## src/rtl/spectral_cos_squared_lowpass_macros.svh

```systemverilog
// Assertion macros for the cos-squared lowpass spectral window.
// Included by RTL files that carry concurrent checks; no other dependencies.
`ifndef SPECTRAL_COS_SQUARED_LOWPASS_MACROS_SVH
`define SPECTRAL_COS_SQUARED_LOWPASS_MACROS_SVH
`ifndef SYNTHESIS
`define SCSL_ASSERT_IMP(lbl, clk, rst, ante, cons) \
  lbl: assert property (@(posedge clk) disable iff (rst) (ante) |-> (cons)) \
    else $error("scsl: same-cycle check failed");
`define SCSL_ASSERT_NXT(lbl, clk, rst, ante, cons) \
  lbl: assert property (@(posedge clk) disable iff (rst) (ante) |=> (cons)) \
    else $error("scsl: next-cycle check failed");
`else
`define SCSL_ASSERT_IMP(lbl, clk, rst, ante, cons)
`define SCSL_ASSERT_NXT(lbl, clk, rst, ante, cons)
`endif
`endif

```

## src/rtl/scsl_pkg.sv

```systemverilog
// Shared types, constants and gain-table function for the cos-squared lowpass window.
// No dependencies; imported by every module of the block.
`default_nettype none

package scsl_pkg;

  localparam int BIN_W       = 15;
  localparam int SAMPLE_W    = 32;
  localparam int PHASE_W     = 32;
  localparam int NYQ_W       = 16;
  localparam int GAIN_W      = 17;   // Q1.16 with 1.0 = 65536
  localparam int CFG_INDEX_W = 4;
  localparam int CFG_DATA_W  = 32;

  localparam int MAX_HALF_LENGTH_DEF  = 32768;
  localparam int GAIN_TABLE_DEPTH_DEF = 1024;

  localparam logic [PHASE_W-1:0] PHASE_RESET = '0;
  localparam logic [NYQ_W-1:0]   NYQ_RESET   = 16'd512;

  localparam int unsigned ONE_Q16  = 65536;
  localparam int unsigned HALF_Q16 = 32768;
  localparam logic [63:0] ONE_Q30  = 64'd1073741824;
  localparam logic [63:0] PI_Q30   = 64'd3373259426;

  typedef enum logic [CFG_INDEX_W-1:0] {
    REG_PHASE_STEP  = 4'd0,
    REG_NYQUIST_BIN = 4'd1
  } cfg_reg_e;

  typedef struct packed {
    logic [BIN_W-1:0]           bin;
    logic signed [SAMPLE_W-1:0] first_word;
    logic signed [SAMPLE_W-1:0] second_word;
  } in_t;

  typedef struct packed {
    logic signed [SAMPLE_W-1:0] first_out;
    logic signed [SAMPLE_W-1:0] second_out;
  } out_t;

  typedef struct packed {
    logic [PHASE_W-1:0] phase_step;
    logic [NYQ_W-1:0]   nyquist_bin;
  } cfg_t;

  typedef struct packed {
    logic                       is_dc;
    logic [GAIN_W-1:0]          gain;
    logic signed [SAMPLE_W-1:0] first_word;
    logic signed [SAMPLE_W-1:0] second_word;
  } gain_item_t;

  // cos^2 of a Q30 angle: Taylor series to theta^16, truncating, clamped, rounded to Q16.
  // Evaluated at elaboration only, to fill the gain ROM.
  function automatic logic [GAIN_W-1:0] gain_from_theta(input logic [63:0] theta);
    logic [63:0]        t2;
    logic [63:0]        term;
    logic signed [63:0] sum;
    logic [63:0]        c;
    logic [63:0]        sq;
    t2   = (theta * theta) >> 30;
    term = ONE_Q30;
    sum  = signed'(ONE_Q30);
    term = ((term * t2) >> 30) / 64'd2;
    sum  = sum - signed'(term);
    term = ((term * t2) >> 30) / 64'd12;
    sum  = sum + signed'(term);
    term = ((term * t2) >> 30) / 64'd30;
    sum  = sum - signed'(term);
    term = ((term * t2) >> 30) / 64'd56;
    sum  = sum + signed'(term);
    term = ((term * t2) >> 30) / 64'd90;
    sum  = sum - signed'(term);
    term = ((term * t2) >> 30) / 64'd132;
    sum  = sum + signed'(term);
    term = ((term * t2) >> 30) / 64'd182;
    sum  = sum - signed'(term);
    term = ((term * t2) >> 30) / 64'd240;
    sum  = sum + signed'(term);
    if (sum < 0) begin
      sum = '0;
    end
    if (sum > signed'(ONE_Q30)) begin
      sum = signed'(ONE_Q30);
    end
    c  = unsigned'(sum);
    sq = c * c;
    return GAIN_W'((sq + (64'd1 << 43)) >> 44);
  endfunction

endpackage

`default_nettype wire

```

## src/rtl/scsl_scale.sv

```systemverilog
// Scaling pipeline: magnitude, rounded Q16 product, sign restore and DC bypass.
// Depends on scsl_pkg.
`default_nettype none

module scsl_scale
  import scsl_pkg::*;
(
  input  wire logic       clk,
  input  wire logic       rst,
  input  wire logic       in_valid,
  output logic            in_ready,
  input  wire gain_item_t in_item,
  output logic            out_valid,
  input  wire logic       out_ready,
  output out_t            out_item
);

  localparam int PR_W = SAMPLE_W + GAIN_W;

  logic v_s1, v_s2, v_s3;
  logic en_s1, en_s2, en_s3;

  logic [SAMPLE_W-1:0] a_u, b_u;
  logic [SAMPLE_W-1:0] mag_a, mag_b;

  logic                s1_dc, s2_dc;
  logic                s1_neg_a, s1_neg_b, s2_neg_a, s2_neg_b;
  logic [SAMPLE_W-1:0] s1_mag_a, s1_mag_b;
  logic [SAMPLE_W-1:0] s1_raw_a, s2_raw_a;
  logic [GAIN_W-1:0]   s1_gain;
  logic [PR_W-1:0]     s2_prod_a, s2_prod_b;

  logic [SAMPLE_W-1:0] res_a, res_b;
  logic [SAMPLE_W-1:0] first_next, second_next;
  logic [SAMPLE_W-1:0] first_q, second_q;

  assign en_s3    = !v_s3 || out_ready;
  assign en_s2    = !v_s2 || en_s3;
  assign en_s1    = !v_s1 || en_s2;
  assign in_ready = en_s1;

  // magnitude of the most negative value is 2^(W-1), which fits unsigned
  always_comb begin
    a_u   = in_item.first_word;
    b_u   = in_item.second_word;
    mag_a = a_u[SAMPLE_W-1] ? (~a_u + SAMPLE_W'(1)) : a_u;
    mag_b = b_u[SAMPLE_W-1] ? (~b_u + SAMPLE_W'(1)) : b_u;
  end

  // rounded result never exceeds the magnitude, so W bits hold it
  always_comb begin
    res_a       = s2_prod_a[16 +: SAMPLE_W];
    res_b       = s2_prod_b[16 +: SAMPLE_W];
    second_next = s2_neg_b ? (~res_b + SAMPLE_W'(1)) : res_b;
    if (s2_dc) begin
      first_next = s2_raw_a;
    end else begin
      first_next = s2_neg_a ? (~res_a + SAMPLE_W'(1)) : res_a;
    end
  end

  always_ff @(posedge clk) begin
    if (rst) begin
      v_s1 <= 1'b0;
      v_s2 <= 1'b0;
      v_s3 <= 1'b0;
    end else begin
      if (en_s1) v_s1 <= in_valid;
      if (en_s2) v_s2 <= v_s1;
      if (en_s3) v_s3 <= v_s2;
    end
  end

  always_ff @(posedge clk) begin
    if (en_s1) begin
      s1_dc    <= in_item.is_dc;
      s1_neg_a <= a_u[SAMPLE_W-1];
      s1_neg_b <= b_u[SAMPLE_W-1];
      s1_mag_a <= mag_a;
      s1_mag_b <= mag_b;
      s1_raw_a <= a_u;
      s1_gain  <= in_item.gain;
    end
    if (en_s2) begin
      s2_prod_a <= PR_W'(s1_mag_a) * PR_W'(s1_gain) + PR_W'(HALF_Q16);
      s2_prod_b <= PR_W'(s1_mag_b) * PR_W'(s1_gain) + PR_W'(HALF_Q16);
      s2_neg_a  <= s1_neg_a;
      s2_neg_b  <= s1_neg_b;
      s2_dc     <= s1_dc;
      s2_raw_a  <= s1_raw_a;
    end
    if (en_s3) begin
      first_q  <= first_next;
      second_q <= second_next;
    end
  end

  assign out_valid           = v_s3;
  assign out_item.first_out  = first_q;
  assign out_item.second_out = second_q;

endmodule

`default_nettype wire

```

## config.mk

```make
export PLATFORM = sky130hd
export DESIGN_NAME = scsl_scale
export DESIGN_NICKNAME = d
export VERILOG_FILES = /design/src/rtl/spectral_cos_squared_lowpass_macros.svh /design/src/rtl/scsl_pkg.sv /design/src/rtl/scsl_scale.sv
export SDC_FILE = /design/constraint.sdc
export NUM_CORES = 2
export LEC_CHECK = 0
export BUFFER_PORTS_ARGS = -buffer_cell sky130_fd_sc_hd__clkbuf_2
export CORE_MARGIN = 2
export CORE_UTILIZATION = 60
export DETAILED_ROUTE_END_ITERATION = 8
export GPL_ROUTABILITY_DRIVEN = 0
export PLACE_DENSITY = 0.78
export SLEW_MARGIN = 25
export SYNTH_ARGS = -nofsm -noshare
export SYNTH_HDL_FRONTEND = slang
export SYNTH_SLANG_ARGS = --single-unit
export TNS_END_PERCENT = 50
```

## constraint.sdc

```tcl
create_clock -name clk -period 13.61 [get_ports clk]
set_clock_uncertainty 0.2 [all_clocks]
set_input_delay 2.722 -clock clk [delete_from_list [all_inputs] [get_ports clk]]
set_output_delay 2.722 -clock clk [all_outputs]
set_load 0.01 [all_outputs]
```

==> impl_metrics.env <==
export IMPL_async_reset_ff_frac=0
export IMPL_synth_area_um2=45500
export IMPL_die_x_um=279
export IMPL_synth_commonest_cells="1006 x inv_1, 896 x fa_1, 691 x nand2_1"
export IMPL_clk_pin_slew_ns=0.06
export IMPL_netlist_top_cell_by_area="fa_1"
export IMPL_ios=152
export IMPL_hp_class="reg2reg"
export IMPL_arrival_ns=7.83
export IMPL_rsz0062_at_grt="false"
export IMPL_setup_viol=0
export IMPL_grt_pass1_vias=34700
export IMPL_grt_max_degree=65
export IMPL_synth_edf_count=276
export IMPL_fin_crit_sh=0.568
export IMPL_relSlewSlack=0.306
export IMPL_drt_iter0_markers=2269
export IMPL_area_sequential_um2=8350
export IMPL_drtPass1Iterations=6
export IMPL_gr_total_overflow=0
export IMPL_cts_buffer_depth=3
export IMPL_h_tree_depth=2
export IMPL_drcViolationCount=0
export IMPL_wl_mm=102
export IMPL_grt_use_total=0.276
export IMPL_finalNetCount=5912
export IMPL_crit_path_end_kind="flop"
export IMPL_dp_slack_ns=5.93
export IMPL_ctsRootBufferMaster="clkbuf_16"
export IMPL_initial_core_util=0.609
export IMPL_synth_ff_type="edfxtp_1"
export IMPL_crit_path_max_fanout=50
export IMPL_critical_path_class="reg2reg"
export IMPL_multiInputGateArea_um2=32500
export IMPL_period_needed_ns=7.73
export IMPL_port_buffers=151
export IMPL_yosysMostFrequentCell="inv_1"
export IMPL_cts_tree="done"
export IMPL_synth_fp_nets=5917
export IMPL_synth_area_leaders="fa_1 39%, edfxtp_1 18%, inv_1 8.3%"
export IMPL_drive_gt1_frac=0.0521
export IMPL_dieHeight_um=279
export IMPL_final_core_util=0.642
export IMPL_via_per_inst=5.65
export IMPL_postSynthAreaPerCell_um2=9.79
export IMPL_status="finished, final reports clean"
export IMPL_fin_area_um2=48000
export IMPL_clock_latency_ns=0.56
export IMPL_dieArea_um2=78000
export IMPL_dpl_instance_area_um2=46800
export IMPL_worst_slew_pin_slew_ns=1.04
export IMPL_totalNegativeSetupSlack_ns=0
export IMPL_dpl_hpwl_mm=77.0
export IMPL_cts_resized=0
export IMPL_cts_buffers=34
export IMPL_timing_fmax_mhz=129
export IMPL_final_max_slew_viol_count=0
export IMPL_num_rows=100
export IMPL_hold_buffers=0
export IMPL_syn_to_final_growth_pct=5.54
export IMPL_ys_warnings_count=0
export IMPL_num_vias=31800
export IMPL_startpoint_type="flop"
export IMPL_core_area_um2=74700
export IMPL_clkSinkCount=279
export IMPL_netlist_area_leader_share=0.394
export IMPL_wl_per_cell_um=18.2
export IMPL_grt_pass1_wl_mm=172
export IMPL_antenna_found_initial=2
export IMPL_ys_types=61
export IMPL_ant_nets=0
export IMPL_setup_ws_ns=5.88
export IMPL_maxCapViolations=0
export IMPL_fill_cells=5914
export IMPL_required_ns=13.71
export IMPL_hold_viol_final=0
export IMPL_synth_seq_cells=279
export IMPL_synthCells=4647
export IMPL_cts_setup_buffers=0
export IMPL_ys_seq_area_frac=0.184
[flip-flops by register name, indices dropped and copies added (netlist names), 17 cells and up]
name / flops
first_q: 32
s1_mag_a: 32
s1_mag_b: 32
s2_prod_a: 32
s2_prod_b: 32
second_q: 32
s2_raw_a: 31
s1_raw_a: 30
s1_gain: 17
[path summary, 6_finish.rpt]
check / startpoint / end / slack, ns / cells past startpoint
hold reg to reg: s1_raw_a[12] / s2_raw_a[12] / 0.22 / 0
setup reg to reg: s1_gain[10] / s2_prod_b[43] / 5.88 / 23
setup / recovery: s1_gain[10] / s2_prod_b[43] / 5.88 / 23
hold / removal: s1_raw_a[12] / s2_raw_a[12] / 0.22 / 0
[routing by layer]
layer / wire length [um] / global-route usage / up-vias
li1: - / - / 14100
met1: 38600 / 0.345 / 16400
met2: 53700 / 0.494 / 1069
met3: 5910 / 0.0269 / 259
met4: 4090 / 0.113 / 0
met5: 0 / 0 / -
[final cells by class]
type | count | area share
inverter | 1006 | 0.0787
antenna | 1 | 0.0000521
multi-input combinational | 3140 | 0.678
clock inverter | 19 | 0.00441
tap | 969 | 0.0253
timing repair buffer | 181 | 0.0212
clock buffer | 40 | 0.0186
sequential | 279 | 0.174
[layout by cell type (no fill, tap or decap), types with 5 or more instances in the layout]
cell,count
xnor2_1,141
a211oi_1,10
edfxtp_1,276
nand3_1,18
or3_1,14
xor2_1,51
o21a_1,7
fa_1,896
o21ai_0,105
clkbuf_2,151
inv_1,1004
ha_1,288
o41ai_1,18
a31oi_1,14
o31ai_1,37
and4_1,6
nand2_1,690
nor4_1,5
nand2b_1,10
nor3_1,10
o21bai_1,9
a21o_1,52
clkinv_1,6
clkbuf_1,5
or4_1,24
nor2_1,44
nor2b_1,10
a21oi_1,89
nand4_1,19
buf_4,26
clkbuf_16,35
and2_1,512
and3_1,9
[worst max-delay path: stages, from the launching register on]
cell and delay [ns]:
edfxtp_1 0.67, buf_4 0.58, nand2_1 0.18, fa_1 0.55, inv_1 0.06, fa_1 0.51, inv_1 0.06, fa_1 0.53
inv_1 0.05, fa_1 0.44, fa_1 0.49, inv_1 0.05, fa_1 0.47, inv_1 0.04, ha_1 0.33, nand3_1 0.15
a211oi_1 0.09, o311a_1 0.37, a31oi_1 0.31, a31oi_1 0.32, a311o_1 0.49, a21oi_1 0.21, o21ai_0 0.13, xor2_1 0.15
[cells by family (layout without fill, tap and decap cells)]
group / after synthesis / after routing / synth area share
AO/OA/AOI/OAI: 380 / 380 / 0.0534
XOR/XNOR: 192 / 192 / 0.0370
adder cells (fa/ha/maj): 1184 / 1184 / 0.474
buffers and inverters: 1228 / 1246 / 0.101
flip-flops: 279 / 279 / 0.184
multiplexers: 2 / 2 / 0.000468
other: 0 / 1 / 0
AND/OR/NAND/NOR: 1382 / 1382 / 0.151
[through the flow]
stage          cells  hold WS [ns]
5_1_grt         5634         0.220
3_5_place_dp    5571         0.205
3_3_place_gp    5571         0.201
2_1_floorplan   4647         0.200
6_report        5635         0.216
4_1_cts         5630         0.217
Power is not shown: default switching activity piles up to over one toggle a cycle in this logic, so the estimate is an artifact.
