[config.mk]
export PLATFORM = sky130hd
export DESIGN_NAME = scsl_cfg
export DESIGN_NICKNAME = d
export VERILOG_FILES = /design/src/rtl/spectral_cos_squared_lowpass_macros.svh /design/src/rtl/scsl_pkg.sv /design/src/rtl/scsl_cfg.sv
export SDC_FILE = /design/constraint.sdc
export NUM_CORES = 1
export LEC_CHECK = 0
export BUFFER_PORTS_ARGS = -buffer_cell sky130_fd_sc_hd__buf_4
export CORE_MARGIN = 2
export CORE_UTILIZATION = 42
export DETAILED_ROUTE_END_ITERATION = 10
export PLACE_DENSITY = 0.73
export SLEW_MARGIN = 20
export SYNTH_ARGS = -nofsm -noshare
export SYNTH_HDL_FRONTEND = slang
export SYNTH_SLANG_ARGS = --single-unit
export TNS_END_PERCENT = 100
[constraint.sdc]
create_clock -name clk -period 1.5 [get_ports clk]
set_clock_uncertainty 0.2 [all_clocks]
set_input_delay 0.3 -clock clk [delete_from_list [all_inputs] [get_ports clk]]
set_output_delay 0.3 -clock clk [all_outputs]
set_load 0.01 [all_outputs]
[src/rtl/spectral_cos_squared_lowpass_macros.svh]
// Assertion macros for the cos-squared lowpass spectral window.
// Included by RTL files that carry concurrent checks; no other dependencies.
`ifndef SPECTRAL_COS_SQUARED_LOWPASS_MACROS_SVH
`define SPECTRAL_COS_SQUARED_LOWPASS_MACROS_SVH
`ifndef SYNTHESIS
`define SCSL_ASSERT_IMP(lbl, clk, rst, ante, cons) \
  lbl: assert property (@(posedge clk) disable iff (rst) (ante) |-> (cons)) \
    else $error("scsl: same-cycle check failed");
`define SCSL_ASSERT_NXT(lbl, clk, rst, ante, cons) \
  lbl: assert property (@(posedge clk) disable iff (rst) (ante) |=> (cons)) \
    else $error("scsl: next-cycle check failed");
`else
`define SCSL_ASSERT_IMP(lbl, clk, rst, ante, cons)
`define SCSL_ASSERT_NXT(lbl, clk, rst, ante, cons)
`endif
`endif

[src/rtl/scsl_pkg.sv]
// Shared types, constants and gain-table function for the cos-squared lowpass window.
// No dependencies; imported by every module of the block.
`default_nettype none

package scsl_pkg;

  localparam int BIN_W       = 15;
  localparam int SAMPLE_W    = 32;
  localparam int PHASE_W     = 32;
  localparam int NYQ_W       = 16;
  localparam int GAIN_W      = 17;   // Q1.16 with 1.0 = 65536
  localparam int CFG_INDEX_W = 4;
  localparam int CFG_DATA_W  = 32;

  localparam int MAX_HALF_LENGTH_DEF  = 32768;
  localparam int GAIN_TABLE_DEPTH_DEF = 1024;

  localparam logic [PHASE_W-1:0] PHASE_RESET = '0;
  localparam logic [NYQ_W-1:0]   NYQ_RESET   = 16'd512;

  localparam int unsigned ONE_Q16  = 65536;
  localparam int unsigned HALF_Q16 = 32768;
  localparam logic [63:0] ONE_Q30  = 64'd1073741824;
  localparam logic [63:0] PI_Q30   = 64'd3373259426;

  typedef enum logic [CFG_INDEX_W-1:0] {
    REG_PHASE_STEP  = 4'd0,
    REG_NYQUIST_BIN = 4'd1
  } cfg_reg_e;

  typedef struct packed {
    logic [BIN_W-1:0]           bin;
    logic signed [SAMPLE_W-1:0] first_word;
    logic signed [SAMPLE_W-1:0] second_word;
  } in_t;

  typedef struct packed {
    logic signed [SAMPLE_W-1:0] first_out;
    logic signed [SAMPLE_W-1:0] second_out;
  } out_t;

  typedef struct packed {
    logic [PHASE_W-1:0] phase_step;
    logic [NYQ_W-1:0]   nyquist_bin;
  } cfg_t;

  typedef struct packed {
    logic                       is_dc;
    logic [GAIN_W-1:0]          gain;
    logic signed [SAMPLE_W-1:0] first_word;
    logic signed [SAMPLE_W-1:0] second_word;
  } gain_item_t;

  // cos^2 of a Q30 angle: Taylor series to theta^16, truncating, clamped, rounded to Q16.
  // Evaluated at elaboration only, to fill the gain ROM.
  function automatic logic [GAIN_W-1:0] gain_from_theta(input logic [63:0] theta);
    logic [63:0]        t2;
    logic [63:0]        term;
    logic signed [63:0] sum;
    logic [63:0]        c;
    logic [63:0]        sq;
    t2   = (theta * theta) >> 30;
    term = ONE_Q30;
    sum  = signed'(ONE_Q30);
    term = ((term * t2) >> 30) / 64'd2;
    sum  = sum - signed'(term);
    term = ((term * t2) >> 30) / 64'd12;
    sum  = sum + signed'(term);
    term = ((term * t2) >> 30) / 64'd30;
    sum  = sum - signed'(term);
    term = ((term * t2) >> 30) / 64'd56;
    sum  = sum + signed'(term);
    term = ((term * t2) >> 30) / 64'd90;
    sum  = sum - signed'(term);
    term = ((term * t2) >> 30) / 64'd132;
    sum  = sum + signed'(term);
    term = ((term * t2) >> 30) / 64'd182;
    sum  = sum - signed'(term);
    term = ((term * t2) >> 30) / 64'd240;
    sum  = sum + signed'(term);
    if (sum < 0) begin
      sum = '0;
    end
    if (sum > signed'(ONE_Q30)) begin
      sum = signed'(ONE_Q30);
    end
    c  = unsigned'(sum);
    sq = c * c;
    return GAIN_W'((sq + (64'd1 << 43)) >> 44);
  endfunction

endpackage

`default_nettype wire

[src/rtl/scsl_cfg.sv]
// Configuration register file: phase_step and nyquist_bin behind a valid/ready write port.
// Depends on scsl_pkg.
`default_nettype none

module scsl_cfg
  import scsl_pkg::*;
(
  input  wire logic                   clk,
  input  wire logic                   rst,
  input  wire logic                   cfg_valid,
  output logic                        cfg_ready,
  input  wire logic [CFG_INDEX_W-1:0] cfg_index,
  input  wire logic [CFG_DATA_W-1:0]  cfg_data,
  output cfg_t                        cfg
);

  logic [PHASE_W-1:0] phase_step;
  logic [NYQ_W-1:0]   nyquist_bin;

  assign cfg_ready = 1'b1;

  always_ff @(posedge clk) begin
    if (rst) begin
      phase_step  <= PHASE_RESET;
      nyquist_bin <= NYQ_RESET;
    end else if (cfg_valid && cfg_ready) begin
      unique case (cfg_index)
        REG_PHASE_STEP:  phase_step  <= cfg_data[PHASE_W-1:0];
        REG_NYQUIST_BIN: nyquist_bin <= cfg_data[NYQ_W-1:0];
        default: ;  // unmapped index, write dropped
      endcase
    end
  end

  assign cfg.phase_step  = phase_step;
  assign cfg.nyquist_bin = nyquist_bin;

endmodule

`default_nettype wire

==> impl_metrics.json, run 1 <==
{
  "run_status": "finished clean",
  "synth_nets": 235,
  "max_stage_delay_ns": 0.66,
  "cp_max_fo": 16,
  "placedInstanceArea_um2": 2790,
  "clock_latency_ns": 0.29,
  "leakagePower_nw": 1.31,
  "fin_nets": 320,
  "achievable-frequency_mhz": 711,
  "synth.yosys.seq_area_share_pct": 46.3,
  "ys.warnings.count": 0,
  "htree_levels": 2,
  "fp.dieH_um": 74.3,
  "final_weighted_congestion_of_routability_driven_global_placement": 0.694,
  "finalCriticalPeriod_ns": 1.41,
  "final_worst_setup_slack_ns": 0.0936,
  "setup.worst_path.class": "in -> reg",
  "startpoint_type": "input pin",
  "holdCritPathClass": "in -> reg",
  "vdd_drop_max_uv": 474,
  "netlist_area_um2": 2070,
  "mostFrequentLayoutCell": "buf_4",
  "clk_transition_reported_paths_ns": 0.09,
  "routed_wirelength_um": 4230,
  "synth.ff_latch_count": 48,
  "cts-root-to-sink-buffers": 2,
  "die-width_um": 74.3,
  "yosys.cell_types.count": 11,
  "worst-endpoint-arrival_ns": 1.37,
  "final_min_period_over_clock_period_pct": 93.8,
  "design.portCount": 88,
  "globalRoute.totalOverflow": 0,
  "tritoncts": "built",
  "finish.instance_area_um2": 2900,
  "maxCapViolCount": 0,
  "floorplan.die_area_um2": 5510,
  "vias": 1558,
  "postRouteAntennaNets": 0,
  "area.growth.synth_to_final_pct": 39.8,
  "initial_core_util_pct": 43.6,
  "drive_gt1_share_pct": 36.5,
  "worstPathRequired_ns": 1.47,
  "power_per_cell_area_nw_per_um2": 843,
  "detail_route.drc_violations": 0,
  "postSynthCellCount": 196,
  "vias_per_cell": 4.46,
  "end_kind": "flop",
  "via_count_of_the_first_global_routing_pass": 1553,
  "worstPathCellList": "buf_4 -> nand2b_4 -> or4b_4 -> mux2i_1",
  "setup_repair_after_global_routing_missed_its_margin": "no",
  "finalHoldViolations": 0,
  "finalSetupViolations": 0,
  "preCtsSetupSlack_ns": -0.216,
  "grt_antenna_before_repair": 0,
  "port_buffers": 86,
  "fp-row-count": 25,
  "ctsHoldBuffers": 0,
  "detail_route.wl_per_cell_um": 12.1,
  "syn-mean-instance-area_um2": 10.6,
  "final-max-slew-violation-count": 0,
  "number_of_buffers_added_by_the_clock_tree_synthesis_step": 5,
  "diodes": 0,
  "grt_max_degree": 82,
  "grt_util_all_layers_pct": 16.6,
  "core_area_um2": 4750,
  "initial_drc_count": 48,
  "firstDrtPassIters": 4,
  "final_cell_mix": "buf_4 (92), nand2b_1 (79), mux2i_1 (48), dfxtp_1 (48), clkbuf_8 (5)",
  "grt_first_pass_wirelength_um": 6960,
  "tritoncts_num_sinks": 48,
  "critPathSlowestCell": "or4b_4",
  "clock_tree.root_cell": "clkbuf_8",
  "detailed_place_hpwl_um": 3040,
  "ctsResizeCount": 0,
  "post_cts.repair.setup_buffers": 0
}
## state kept, by name, indices dropped and copies added (netlist names)
signal	count
nyquist_bin	16
phase_step	32
## metal layers
layer,share of wire (%),global-route usage [%],vias to the layer above,wire (um)
met3,5.6,3.79,4,237
met4,1.3,7.14,0,55
met2,49,29.8,45,2080
met5,0,0,-,0
li1,-,-,804,-
met1,44,18.8,705,1850
## cell families after synthesis
logic type / after synthesis / synth area share [%]
other: 1 / 0.181
DFF: 48 / 46.3
muxes: 48 / 23.2
and+or+nand+nor: 84 / 26.1
buffers and inverters: 15 / 4.16
## worst max-delay path: cells and delay by family
kind / cells / cell delay, ns
and+or+nand+nor: 2 / 0.79
buffers and inverters: 1 / 0.10
muxes: 1 / 0.18
## per-stage QoR
step                      setup TNS, ns  power (mW)  utilization, %  instances  hold WS, ns
after floorplan                   -1.26        1.45               -        196        0.255
after global placement            -6.46        1.57            58.7        341        0.260
after detailed placement          -7.89        1.58            58.7        341        0.264
after CTS                             0        2.49            60.9        349       0.0513
after global routing                  0        2.56            60.9        349       0.0638
final                                 0        2.44            60.9        349       0.0634
## Yosys cell counts
master	instances	area share, %
nand2b_1	79	24
dfxtp_1	48	46
mux2i_1	48	23
clkbuf_1	9	1.6
buf_4	4	1.4
buf_6	2	1.1
nor2_1	2	0.36
conb_1	1	0.18
nand2b_4	1	0.66
nor4_2	1	0.60
or4b_4	1	0.66
## path summary, 6_finish.rpt
check | cells past startpoint | end | slack, ns | startpoint
worst max register to register | 2 | phase_step[6] | 0.68 | phase_step[6]
worst max-delay path | 4 | nyquist_bin[8] | 0.09 | cfg_index[1]
worst min register to register | 2 | phase_step[8] | 0.27 | phase_step[8]
worst min-delay path | 3 | phase_step[22] | 0.06 | cfg_data[22]
## power breakdown
group | internal (mW) | switching (mW)
logic | 0.153 | 0.0915
clock network | 0.495 | 0.405
registers | 1.29 | 0.00876
total | 1.94 | 0.505
## layout make-up
cell class                      instances  area (um2)
Clock buffer                            6        72.6
Tap cell                               67        83.8
Clock inverter                          2        35.0
Multi-Input combinational cell        133        1030
Fill cell                             429        1860
Sequential cell                        48         961
Timing Repair Buffer                   93         711
Power figures use the tool's default switching activity.
==> run 2, diff against run 1 <==
--- a/config.mk
+++ b/config.mk
@@ -5,11 +5,12 @@
 export SDC_FILE = /design/constraint.sdc
 export NUM_CORES = 1
 export LEC_CHECK = 0
+export ABC_AREA = 1
 export BUFFER_PORTS_ARGS = -buffer_cell sky130_fd_sc_hd__buf_4
 export CORE_MARGIN = 2
-export CORE_UTILIZATION = 42
+export CORE_UTILIZATION = 45
 export DETAILED_ROUTE_END_ITERATION = 10
-export PLACE_DENSITY = 0.73
+export PLACE_DENSITY = 0.74
 export SLEW_MARGIN = 20
 export SYNTH_ARGS = -nofsm -noshare
 export SYNTH_HDL_FRONTEND = slang
==> run 2 against run 1 <==
Against the previous run: clock power grew 2%; synthesized cell count grew 90%; combinational power grew 61%; power grew 7.4%; largest cell class is now sequential cells; worst hold slack gained 0.013 ns; sequential power is essentially flat; via count grew 52%; utilization grew 2.0 points; routed wire length grew 35%; largest power group unchanged; synthesized area grew 18%; worst setup slack gained 0.092 ns.
==> impl_metrics.json, run 2 <==
{
  "detailed_place_hpwl_um": 3930,
  "diodes": 0,
  "yosysMostFrequentCell": "inv_1",
  "edff_count_synth": 0,
  "fill_cells": 512,
  "routed_wirelength_um": 5710,
  "final_cell_mix": "inv_1 (100), buf_4 (95), nand2_1 (70)",
  "path_delay_family": "flip-flops",
  "internal_power_mw": 1.98,
  "postRouteAntennaNets": 0,
  "die-width_um": 77.6,
  "final-seq-area_um2": 961,
  "synth_async_sr_flop_share_pct": 0,
  "power.share.combinational_pct": 14.9,
  "worstPathCellList": "buf_4",
  "number_of_buffers_added_by_the_clock_tree_synthesis_step": 5,
  "detail_route.wl_per_cell_um": 10.9,
  "ys.warnings.count": 0,
  "synth_top_area_share_pct": 39.4,
  "finalHoldViolations": 0,
  "tritoncts": "built",
  "initial_core_util_pct": 47.1,
  "final-max-slew-violation-count": 0,
  "maxCapViolCount": 0,
  "globalRoute.totalOverflow": 0,
  "netSwitchingFraction_pct": 24.6,
  "regMostFlops": "phase_step",
  "clock_tree.root_cell": "clkbuf_8",
  "cp_max_fo": 2,
  "ctsHoldBuffers": 0,
  "fin_nets": 492,
  "finalSetupViolations": 0,
  "synth_nets": 411,
  "final_min_period_over_clock_period_pct": 87.6,
  "leakagePower_nw": 1.73,
  "netlist_top_cells_area": "dfxtp_1 (39%), inv_1 (15%), nand4_1 (12%)",
  "fp.dieH_um": 77.6,
  "startpoint_type": "flop",
  "mostFrequentLayoutCell": "inv_1",
  "worstPathRequired_ns": 1.00,
  "finalCoreUtilization_pct": 63.0,
  "vias_per_cell": 4.53,
  "clk_transition_reported_paths_ns": 0.09,
  "grt_util_all_layers_pct": 19.6,
  "post_cts.repair.setup_buffers": 0,
  "vias": 2372,
  "cp_num_buf_inv": 1,
  "yosys.cell_types.count": 17,
  "largest_registers": "phase_step: 32 flops, nyquist_bin: 16 flops",
  "via_count_of_the_first_global_routing_pass": 2146,
  "grt_first_pass_wirelength_um": 9630,
  "detail_route.drc_violations": 0,
  "setup.worst_path.class": "reg -> out",
  "setup_repair_after_global_routing_missed_its_margin": "no",
  "max_stage_delay_ns": 0.38,
  "achievable-frequency_mhz": 761,
  "tritoncts_num_sinks": 48,
  "netSwitchingPower_mw": 0.646,
  "multi_input_comb_area_um2": 933,
  "grt_antenna_before_repair": 0,
  "synth.yosys.seq_area_share_pct": 39.4,
  "area.growth.synth_to_final_pct": 33.7,
  "port_buffers": 86,
  "final.setup.tns_ns": 0,
  "firstDrtPassIters": 4,
  "final_weighted_congestion_of_routability_driven_global_placement": 0.811,
  "htree_levels": 2,
  "power.clock.fraction_pct": 34.9,
  "post-synth-top-area-cell": "dfxtp_1",
  "clock_latency_ns": 0.29,
  "fp-row-count": 26,
  "ctsResizeCount": 0,
  "power.share.sequential_pct": 50.2,
  "design.portCount": 88,
  "syn-mean-instance-area_um2": 6.55,
  "drive_gt1_share_pct": 26.9,
  "end_kind": "output port",
  "initial_drc_count": 164,
  "holdCritPathClass": "in -> reg",
  "synth.ff_latch_count": 48,
  "cts-root-to-sink-buffers": 2,
  "floorplan.die_area_um2": 6020,
  "grt_max_degree": 49,
  "core_area_um2": 5170,
  "worst-endpoint-arrival_ns": 0.81,
  "postSynthCellCount": 372,
  "power_per_cell_area_nw_per_um2": 806,
  "synthFlopType": "dfxtp_1",
  "netlist_area_um2": 2440,
  "synthTopCellsByCount": "inv_1 (100), nand2_1 (70), nor2_1 (62)",
  "finalCriticalPeriod_ns": 1.31,
  "critPathSlowestCell": "dfxtp_1",
  "largest_register_ffs": 32,
  "vdd_drop_max_uv": 504,
  "run_status": "finished clean"
}
[run 2: cell types whose count changed in the layout (fill, tap and decap cells not counted), moves of 3 or more]
cell      change
inv_1       +100
nand2b_1     -79
nand2_1      +70
nor2_1       +60
mux2i_1      -48
nand4_1      +48
nand2_2      +11
nor2_4        +4
buf_12        +3
buf_4         +3
[run 2: worst register-to-register path, cell delays in order (launching register included)]
cell     delay, ns
dfxtp_1       0.36
inv_1         0.06
nand2_2       0.06
inv_1         0.04
nor2_1        0.08
[run 2: final cells by class]
| type | count | area share, % |
|---|---|---|
| flip-flops and latches | 48 | 29.5 |
| multi-input cells | 199 | 28.6 |
| repair buffers | 99 | 24.3 |
| inverters | 100 | 11.5 |
| well taps | 70 | 2.69 |
| clock buffers | 6 | 2.23 |
| clock inverters | 2 | 1.08 |
[run 2: cells by family after synthesis]
logic type | synth area share, %
and+or+nand+nor | 37.8
buffers and inverters | 22.4
DFF | 39.4
AOI/OAI and AO/OA | 0.205
other | 0.154
[run 2: power by group through the flow]
stage	sequential [mW]	clock, mW	combinational (mW)
floorplan	1.36	0	0.206
global placement	1.35	0	0.385
detailed placement	1.35	0	0.391
CTS	1.32	0.948	0.393
global route	1.32	0.992	0.436
finish	1.32	0.916	0.392
[run 2: path summary, 6_finish.rpt]
path | from | slack (ns) | end | cells after the start
max | nyquist_bin[3] | 0.19 | cfg[3] | 1
min | cfg_data[9] | 0.08 | nyquist_bin[9] | 3
max reg2reg | phase_step[5] | 0.65 | phase_step[5] | 4
min reg2reg | nyquist_bin[9] | 0.29 | nyquist_bin[9] | 2
[run 2: layer usage]
metal	global-route usage [%]	vias up	part of all wire, %
met1	25.7	1043	49
li1	-	1252	-
met3	4.30	7	5.9
met2	32.3	70	44
met5	0	-	0
met4	5.71	0	1.2
[run 2: metrics by stage]
step	power, mW	hold slack (ns)	instances	instance area (um2)	setup slack (ns)
after CTS	2.66	0.0702	524	3260	0.190
after detailed placement	1.74	0.272	516	3150	0.0322
after floorplan	1.56	0.277	372	2440	0.273
after global placement	1.73	0.272	516	3150	0.0788
after global routing	2.75	0.0919	524	3260	0.167
final	2.62	0.0766	524	3260	0.185
==> run 3, diff against run 2 <==
--- a/config.mk
+++ b/config.mk
@@ -10,7 +10,7 @@
 export CORE_MARGIN = 2
 export CORE_UTILIZATION = 45
 export DETAILED_ROUTE_END_ITERATION = 10
-export PLACE_DENSITY = 0.74
+export PLACE_DENSITY = 0.82
 export SLEW_MARGIN = 20
 export SYNTH_ARGS = -nofsm -noshare
 export SYNTH_HDL_FRONTEND = slang
==> run 3 against run 2 <==
Against the previous run: clock power shrank 20%; sequential power is essentially flat; power fell by 6.8%; highest routed layer unchanged; critical endpoint is now cfg[7].
==> impl_metrics.json, run 3 (same netlist as run 2, synthesis figures left out) <==
{
  "clock_latency_ns": 0.29,
  "r2r_cells": 4,
  "post_cts.repair.setup_buffers": 0,
  "die-width_um": 77.6,
  "worst-endpoint-arrival_ns": 0.79,
  "drive_gt1_share_pct": 26.9,
  "final-seq-area_um2": 961,
  "final_min_period_over_clock_period_pct": 86.0,
  "cp_num_buf_inv": 1,
  "initial_drc_count": 117,
  "detailed_place_hpwl_um": 4350,
  "grt_util_all_layers_pct": 21.1,
  "final_cell_mix": "inv_1 (100), buf_4 (94), nand2_1 (70)",
  "hold-path-cell-count": 3,
  "via_count_of_the_first_global_routing_pass": 2280,
  "final-max-slew-violation-count": 0,
  "tritoncts": "built",
  "number_of_buffers_added_by_the_clock_tree_synthesis_step": 5,
  "final.setup.tns_ns": 0,
  "critPathSlowestCell": "dfxtp_1",
  "fp.dieH_um": 77.6,
  "cp_max_fo": 2,
  "fill_cells": 487,
  "power_per_cell_area_nw_per_um2": 754,
  "diodes": 0,
  "firstDrtPassIters": 4,
  "final_weighted_congestion_of_routability_driven_global_placement": 0.787,
  "worstPathCellList": "buf_4",
  "achievable-frequency_mhz": 775,
  "routed_wirelength_um": 6040,
  "max_stage_delay_ns": 0.36,
  "critical_path_cell_count": 1,
  "post_layout_instance_count_excluding_filler_cells": 523,
  "end_kind": "output port",
  "largest_registers": "phase_step: 32 flops, nyquist_bin: 16 flops",
  "clk_transition_reported_paths_ns": 0.09,
  "finalCoreUtilization_pct": 62.7,
  "finalHoldViolations": 0,
  "regMostFlops": "phase_step",
  "vias_per_cell": 4.58,
  "fin_nets": 492,
  "largest_register_ffs": 32,
  "dp.cells": 516,
  "ctsHoldBuffers": 0,
  "setup_repair_after_global_routing_missed_its_margin": "no",
  "placedInstanceArea_um2": 3160,
  "run_status": "finished clean",
  "vdd_drop_max_uv": 408,
  "fp-row-count": 26,
  "postRouteAntennaNets": 0,
  "cts-root-to-sink-buffers": 2,
  "path_delay_family": "flip-flops",
  "port_buffers": 86,
  "area.growth.synth_to_final_pct": 33.2,
  "core_area_um2": 5170,
  "htree_levels": 2,
  "final_worst_setup_slack_ns": 0.210,
  "detail_route.wl_per_cell_um": 11.6,
  "vias": 2393,
  "design.portCount": 88,
  "floorplan.die_area_um2": 6020,
  "initial_core_util_pct": 47.1,
  "grt_antenna_before_repair": 0,
  "globalRoute.totalOverflow": 0,
  "tritoncts_num_sinks": 48,
  "holdCritPathClass": "in -> reg",
  "grt_max_degree": 49,
  "mostFrequentLayoutCell": "inv_1",
  "startpoint_type": "flop",
  "maxCapViolCount": 0,
  "setup.worst_path.class": "reg -> out",
  "finish.instance_area_um2": 3240,
  "preCtsSetupSlack_ns": 0.0820,
  "worstPathRequired_ns": 1.00,
  "finalSetupViolations": 0,
  "detail_route.drc_violations": 0,
  "clock_tree.root_cell": "clkbuf_8",
  "leakagePower_nw": 1.73,
  "r2r_setup_slack_ns": 0.64,
  "ctsResizeCount": 0,
  "grt_first_pass_wirelength_um": 10300,
  "finalCriticalPeriod_ns": 1.29,
  "multi_input_comb_area_um2": 933
}
run 3: routing by layer:
layer | up-vias | global-route usage (%) | share of wire, %
li1 | 1251 | - | -
met1 | 1060 | 26.1 | 43
met2 | 75 | 37.3 | 49
met3 | 7 | 4.30 | 5.7
met4 | 0 | 5.89 | 1.3
met5 | - | 0 | 0
run 3: final cells by class:
type                       instances  area share (%)
clock buffer                       5            2.12
clock inverter                     2           0.386
inverter                         100            11.6
multi-input combinational        199            28.8
sequential                        48            29.6
tap                               70            2.70
timing repair buffer              99            24.8
run 3: stage by stage:
stage,hold slack [ns],total power [mW]
6_report,0.100,2.45
5_1_grt,0.138,2.58
2_1_floorplan,0.277,1.56
3_3_place_gp,0.263,1.73
4_1_cts,0.0938,2.47
3_5_place_dp,0.282,1.74
run 3: power by group:
group          leakage (nW)  internal, mW  total [mW]  switching [mW]
combinational          1.30         0.182       0.395           0.212
sequential            0.388          1.30        1.32          0.0156
clock                0.0400         0.316       0.735           0.419
total                  1.73          1.80        2.45           0.647
run 3: worst paths after layout:
check / start / to
max reg2reg: phase_step[8] / phase_step[8]
min: cfg_data[9] / nyquist_bin[9]
max: nyquist_bin[7] / cfg[7]
min reg2reg: nyquist_bin[15] / nyquist_bin[15]
